File: src/hw/rtl/rmez_dly.sv
// Fixed-depth register delay line used to keep side data aligned with the CORDIC chains.
// Depends on nothing.
module rmez_dly #(
  parameter int W     = 16,
  parameter int DEPTH = 1
) (
  input  logic         clk,
  input  logic [W-1:0] d,
  output logic [W-1:0] q
);

  logic [W-1:0] tap [0:DEPTH-1];

  // shift line, one tap per cycle
  always_ff @(posedge clk) begin
    tap[0] <= d;
    for (int i = 1; i < DEPTH; i++) begin
      tap[i] <= tap[i-1];
    end
  end

  assign q = tap[DEPTH-1];

endmodule

File: config.mk
export PLATFORM = sky130hd
export DESIGN_NAME = rmez_dly
export DESIGN_NICKNAME = d
export VERILOG_FILES = /design/src/hw/rtl/rmez_dly.sv
export SDC_FILE = /design/constraint.sdc
export NUM_CORES = 1
export LEC_CHECK = 0
export BUFFER_PORTS_ARGS = -buffer_cell sky130_fd_sc_hd__buf_2
export CAP_MARGIN = 15
export CORE_AREA = 2 2 39 41
export DETAILED_ROUTE_END_ITERATION = 10
export DIE_AREA = 0 0 41 43
export SLEW_MARGIN = 20
export SYNTH_ARGS = -nofsm -noshare
export SYNTH_HDL_FRONTEND = slang
export SYNTH_SLANG_ARGS = --single-unit
File: constraint.sdc
create_clock -name clk -period 0.8 [get_ports clk]
set_input_delay 0.16 -clock clk [delete_from_list [all_inputs] [get_ports clk]]
set_output_delay 0.16 -clock clk [all_outputs]
set_load 0.005 [all_outputs]
==> results of run 1 <==
-- synthesized netlist by cell type, drive strengths merged --
master / number / area share
dfxtp: 16 / 1.0
-- cells by family (layout without fill, tap and decap cells) --
kind of cell / count (synthesis) / after routing / synth area share
buf+inv: 0 / 51 / 0
flops: 16 / 16 / 1.00
-- cells in the final DEF, fill, tap and decap left out, drive strengths merged --
cell,instances
buf,32
clkbuf,3
dlygate4sd3,16
dfxtp,16
-- worst max-delay path by stage --
stage	start	end	slack, ns	cells after the start
5_1_grt	tap[0][9]$_DFF_P_	q[9]	-0.09	1
4_1_cts	tap[0][10]$_DFF_P_	q[10]	-0.06	1
3_3_place_gp	tap[0][4]$_DFF_P_	q[4]	0.25	1
6_report	tap[0][9]$_DFF_P_	q[9]	-0.06	1
3_5_place_dp	tap[0][10]$_DFF_P_	q[10]	0.25	1
2_1_floorplan	tap[0][0]$_DFF_P_	q[0]	0.34	0
-- area by class of cell --
type | count | area share
flip-flops and latches | 16 | 0.447
repair buffers | 48 | 0.495
clock buffers | 3 | 0.0306
well taps | 16 | 0.0272
-- through the flow --
step / hold WS (ns) / std cells / setup TNS (ns)
after floorplan: 0.188 / 16 / 0
after global placement: 0.262 / 64 / 0
after detailed placement: 0.264 / 64 / 0
after CTS: 0.506 / 83 / -0.916
after global routing: 0.522 / 83 / -1.26
final: 0.519 / 83 / -0.764
-- layer usage --
| layer | wire, um | GRT usage |
|---|---|---|
| met5 | 0 | 0 |
| met4 | 5 | 0.0600 |
| met3 | 112 | 0.0366 |
| met2 | 423 | 0.159 |
| met1 | 280 | 0.0831 |
-- where the power goes --
part           switching (mW)  leakage (nW)  internal [mW]
Sequential             0.0126         0.135          0.842
Combinational          0.0390         0.208          0.125
Clock                   0.216        0.0138          0.174
-- what timing repair did --
| item | in CTS | in global routing |
|---|---|---|
| hold endpoints to repair | 16 | 0 |
| setup endpoints to repair | 16 | 16 |
| hold buffers | 16 | 0 |
| gates cloned | 0 | 0 |
| gates resized for setup | 0 | 14 |
| pin swaps | 0 | 0 |
==> run summary, run 1 <==
Routed Wire Length: 820 um
Largest net degree at the start of global routing: 9
Number of top-level pins: 33
Final worst-path cycle share: 1.07
Maximum operating frequency: 1.17 GHz
Final nets: 86
Vert. Die Dim: 43 um
Total design power: 1.41 mW
CP Class: flop to output port
Pre-CTS setup slack: 0.246 ns
Slew headroom: 0.945
Cts bufs inserted: 3
YS warnings: 0
Wire length of the first global-routing pass: 1080 um
CTS H-Tree Depth: 1
Core footprint: 1380 um2
Total non-filler cell area in the finished layout: 736 um2
Worst min-delay path endpoint: tap[0][15]$_DFF_P_
Antenna cell count: 0
End-of-flow core utilization: 0.532
Via count of the first global-routing pass: 318
Placed instance area: 500 um2
Worst hold-check path type: input port to flop
Synthesized instance count: 16
Nature of the critical path endpoint: output port
Arr. time, crit path: 0.70 ns
Unrepaired setup endpoints after global routing: yes
Filler cell count: 118
Crit path max-delay family: flip-flops
Largest stage delay on the critical path: 0.33 ns
Register with the most flip-flops: tap
All-Layer GR Usage: 0.0933
Routed wirelength normalized by instance count: 9.88 um
Count of buffers from port buffering: 32
Run status: finished, violations left
Flip-flop count of the largest register, all copies and words added: 16
Comb_multi_in: 0
Largest registers: tap x16
Flops & latches, synth: 16
Area occupied by registers: 329 um2
1st-pass router iterations: 2
Initial core utilization: 0.231
Number of cells on the worst hold path: 2
Maximum number of buffers from clock root to sink: 2
Worst VDD drop: 0.949 mV
Cell variety after synth: 1
Final number of max-transition violations: 0
Root Buffer: clkbuf_4
Number of buffer and inverter stages on the critical path: 1
Total congestion overflow: 0
Die footprint: 1760 um2
Final setup viols: 16
Layout cell share with drive strength beyond 1: 0.627
Register area share after synthesis: 1.00
Row Count: 14
Number of vias per cell: 3.67
Initial antenna violation count: 0
Worst setup slack after layout: -0.0580 ns
Number of nets produced by synthesis: 33
Via count of the routed design: 305
Number of buffers inserted to repair setup after CTS: 0
Clock-pin slew of the registers on the worst-case setup and hold paths: 0.08 ns
Cell with the largest stage delay on the worst path: dfxtp_2
Critical path cell sequence: buf_6
Mapped Area: 320 um2
Static leakage: 0.356 nW
Synth Area per Inst: 20.0 um2
Critical path startpoint category: flop
MaxCap Viol Count: 0
Failing checks: setup timing
Final-report hold violation count: 0
TritonCTS sink count: 16
Final period demand of the worst path: 0.858 ns
Largest fanout on the critical path: 1
Placer's final routability congestion estimate: 0.634
Drt drc: 0
Number of routed nets with antenna violations: 0
Initial detailed-routing violation count: 2
Hold_sp: d[15]
Pwr per Cell Area: 1910 nW/um2
Horizontal die dimension: 41 um
Required time worst endpoint: 0.64 ns
TritonCTS clock tree: yes
Area of the multi-input gates: 0 um2
Area added between synthesis and finish: 130%
Slew at the pin closest to its max-slew limit: 0.0829 ns
Power figures use the tool's default switching activity.
==> inputs of run 2 (changes only) <==
--- a/config.mk
+++ b/config.mk
@@ -10,6 +10,7 @@
 export CORE_AREA = 2 2 39 41
 export DETAILED_ROUTE_END_ITERATION = 10
 export DIE_AREA = 0 0 41 43
+export SKIP_CTS_REPAIR_TIMING = 1
 export SLEW_MARGIN = 20
 export SYNTH_ARGS = -nofsm -noshare
 export SYNTH_HDL_FRONTEND = slang
==> run 2 against run 1 <==
The run still ends with setup timing left. Sequential cell count did not move. Worst hold slack improved by 0.0033 ns. Routed wire length fell by 2.2%. Sequential power barely moved. Combinational power fell by 4%. Design area fell by 2.0%. Die area did not move.
==> run summary, run 2 (synthesis results as in run 1) <==
Switching part of the total: 0.187 (-0.00284)
Antenna cell count: 0 (unchanged)
Count of buffers from port buffering: 32 (unchanged)
TritonCTS sink count: 16 (unchanged)
Crit path max-delay family: flip-flops
Final number of max-transition violations: 0 (unchanged)
Slew at the pin closest to its max-slew limit: 0.0828 ns (-0.000124 ns)
Cell with the largest stage delay on the worst path: dfxtp_2
MaxCap Viol Count: 0 (unchanged)
Via count of the routed design: 299 (-2.0%)
CP Class: flop to output port
Run status: finished, violations left
TritonCTS clock tree: yes
Cts bufs inserted: 3 (unchanged)
Final-report hold violation count: 0 (unchanged)
Drt drc: 0 (unchanged)
Worst hold-check path type: input port to flop
Sequential group share of total power: 0.611 (+0.004)
Failing checks: setup timing
Root Buffer: clkbuf_4
Area added between synthesis and finish: 125%
Register with the most flip-flops: tap
Row Count: 14 (unchanged)
Most common library cell in the layout ignoring fill and taps: buf_2
Die footprint: 1760 um2 (unchanged)
Initial antenna violation count: 0 (unchanged)
Final nets: 86 (unchanged)
Clock group share of total power: 0.276 (about the same)
Vert. Die Dim: 43 um (unchanged)
Flip-flop count of the largest register, all copies and words added: 16 (unchanged)
Core footprint: 1380 um2 (unchanged)
Commonest non-fill, non-tap cells in the layout: buf_2 (27), dlygate4sd3_1 (16), dfxtp_1 (11)
Routed Wire Length: 802 um (-2.2%)
Largest stage delay on the critical path: 0.33 ns (about the same)
Initial core utilization: 0.231 (unchanged)
Comb_multi_in: 0 (unchanged)
Critical Path Stages: 1 (unchanged)
Unrepaired setup endpoints after global routing: yes
Maximum operating frequency: 1.16 GHz (-0.66%)
Final worst-path cycle share: 1.08 (+0.00708)
Int Pwr: 1.13 mW (-0.62%)
CTS H-Tree Depth: 1 (unchanged)
Number of buffer and inverter stages on the critical path: 1 (unchanged)
Largest fanout on the critical path: 1 (unchanged)
Area of the multi-input gates: 0 um2 (unchanged)
Worst VDD drop: 0.974 mV (+2.6%)
Placer's final routability congestion estimate: 0.634 (unchanged)
Initial detailed-routing violation count: 0 (-2)
Wire length of the first global-routing pass: 786 um (-27%)
Nature of the critical path endpoint: output port
Worst setup slack after layout: -0.0637 ns (-0.00567 ns)
Number of cells on the worst hold path: 2 (unchanged)
Pwr per Cell Area: 1940 nW/um2 (+1.1%)
Routed wirelength normalized by instance count: 9.66 um (-2.2%)
Comb pwr share: 0.113 (-0.003)
1st-pass router iterations: 1 (-1)
Largest net degree at the start of global routing: 9 (unchanged)
Largest registers: tap x16
Static leakage: 0.352 nW (-1.2%)
Filler cell count: 118 (unchanged)
Number of top-level pins: 33 (unchanged)
Clock-pin slew of the registers on the worst-case setup and hold paths: 0.08 ns (about the same)
Final period demand of the worst path: 0.864 ns (+0.00567 ns)
Critical path cell sequence: buf_6
Total design power: 1.39 mW (-0.96%)
Required time worst endpoint: 0.64 ns (about the same)
Total placed cells including tap cells: 64 (unchanged)
Layout cell share with drive strength beyond 1: 0.597 (-0.0299)
Slew headroom: 0.945 (about the same)
Number of vias per cell: 3.60 (-2.0%)
Arr. time, crit path: 0.70 ns (about the same)
Final Instance Count excl. Fillers: 83 (unchanged)
Total congestion overflow: 0 (unchanged)
Critical path startpoint category: flop
Number of routed nets with antenna violations: 0 (unchanged)
All-Layer GR Usage: 0.0689 (-0.0244)
Horizontal die dimension: 41 um (unchanged)
Via count of the first global-routing pass: 229 (-28%)
Final setup viols: 16 (unchanged)
Maximum number of buffers from clock root to sink: 2 (unchanged)
Net switching power: 0.261 mW (-2.4%)
run 2: layout make-up:
class,instances,area (um2),area share
Clock buffer,3,22.5,0.0313
Sequential cell,16,327,0.453
Tap cell,16,20.0,0.0278
Timing Repair Buffer,48,352,0.488
run 2: worst paths after layout:
check,startpoint,end,slack [ns]
worst max-delay path,tap[0][9]$_DFF_P_,q[9],-0.06
worst min-delay path,d[2],tap[0][2]$_DFF_P_,0.52
run 2: metrics by stage:
step	TNS, ns	setup slack (ns)	util	hold WS (ns)	area (um2)
2_1_floorplan	0	0.342	-	0.188	320
3_3_place_gp	0	0.248	0.362	0.262	500
3_5_place_dp	0	0.246	0.362	0.264	500
4_1_cts	-0.916	-0.0637	0.378	-0.0240	523
5_1_grt	-1.28	-0.0957	0.521	0.513	721
6_report	-0.723	-0.0637	0.521	0.522	721
run 2: routing by layer:
metal,wire [um],part of all wire,global-route usage
met5,0,0,0
met1,291,0.36,0.0762
met3,114,0.14,0.0366
met2,396,0.49,0.0906
met4,0,0,0.0600
run 2: power by group through the flow:
stage / registers (mW) / logic [mW] / clock network [mW]
after floorplan: 0.875 / 0 / 0
after global placement: 0.865 / 0.0824 / 0
after detailed placement: 0.866 / 0.0837 / 0
after CTS: 0.847 / 0.0834 / 0.411
after global routing: 0.857 / 0.173 / 0.437
final: 0.853 / 0.157 / 0.385
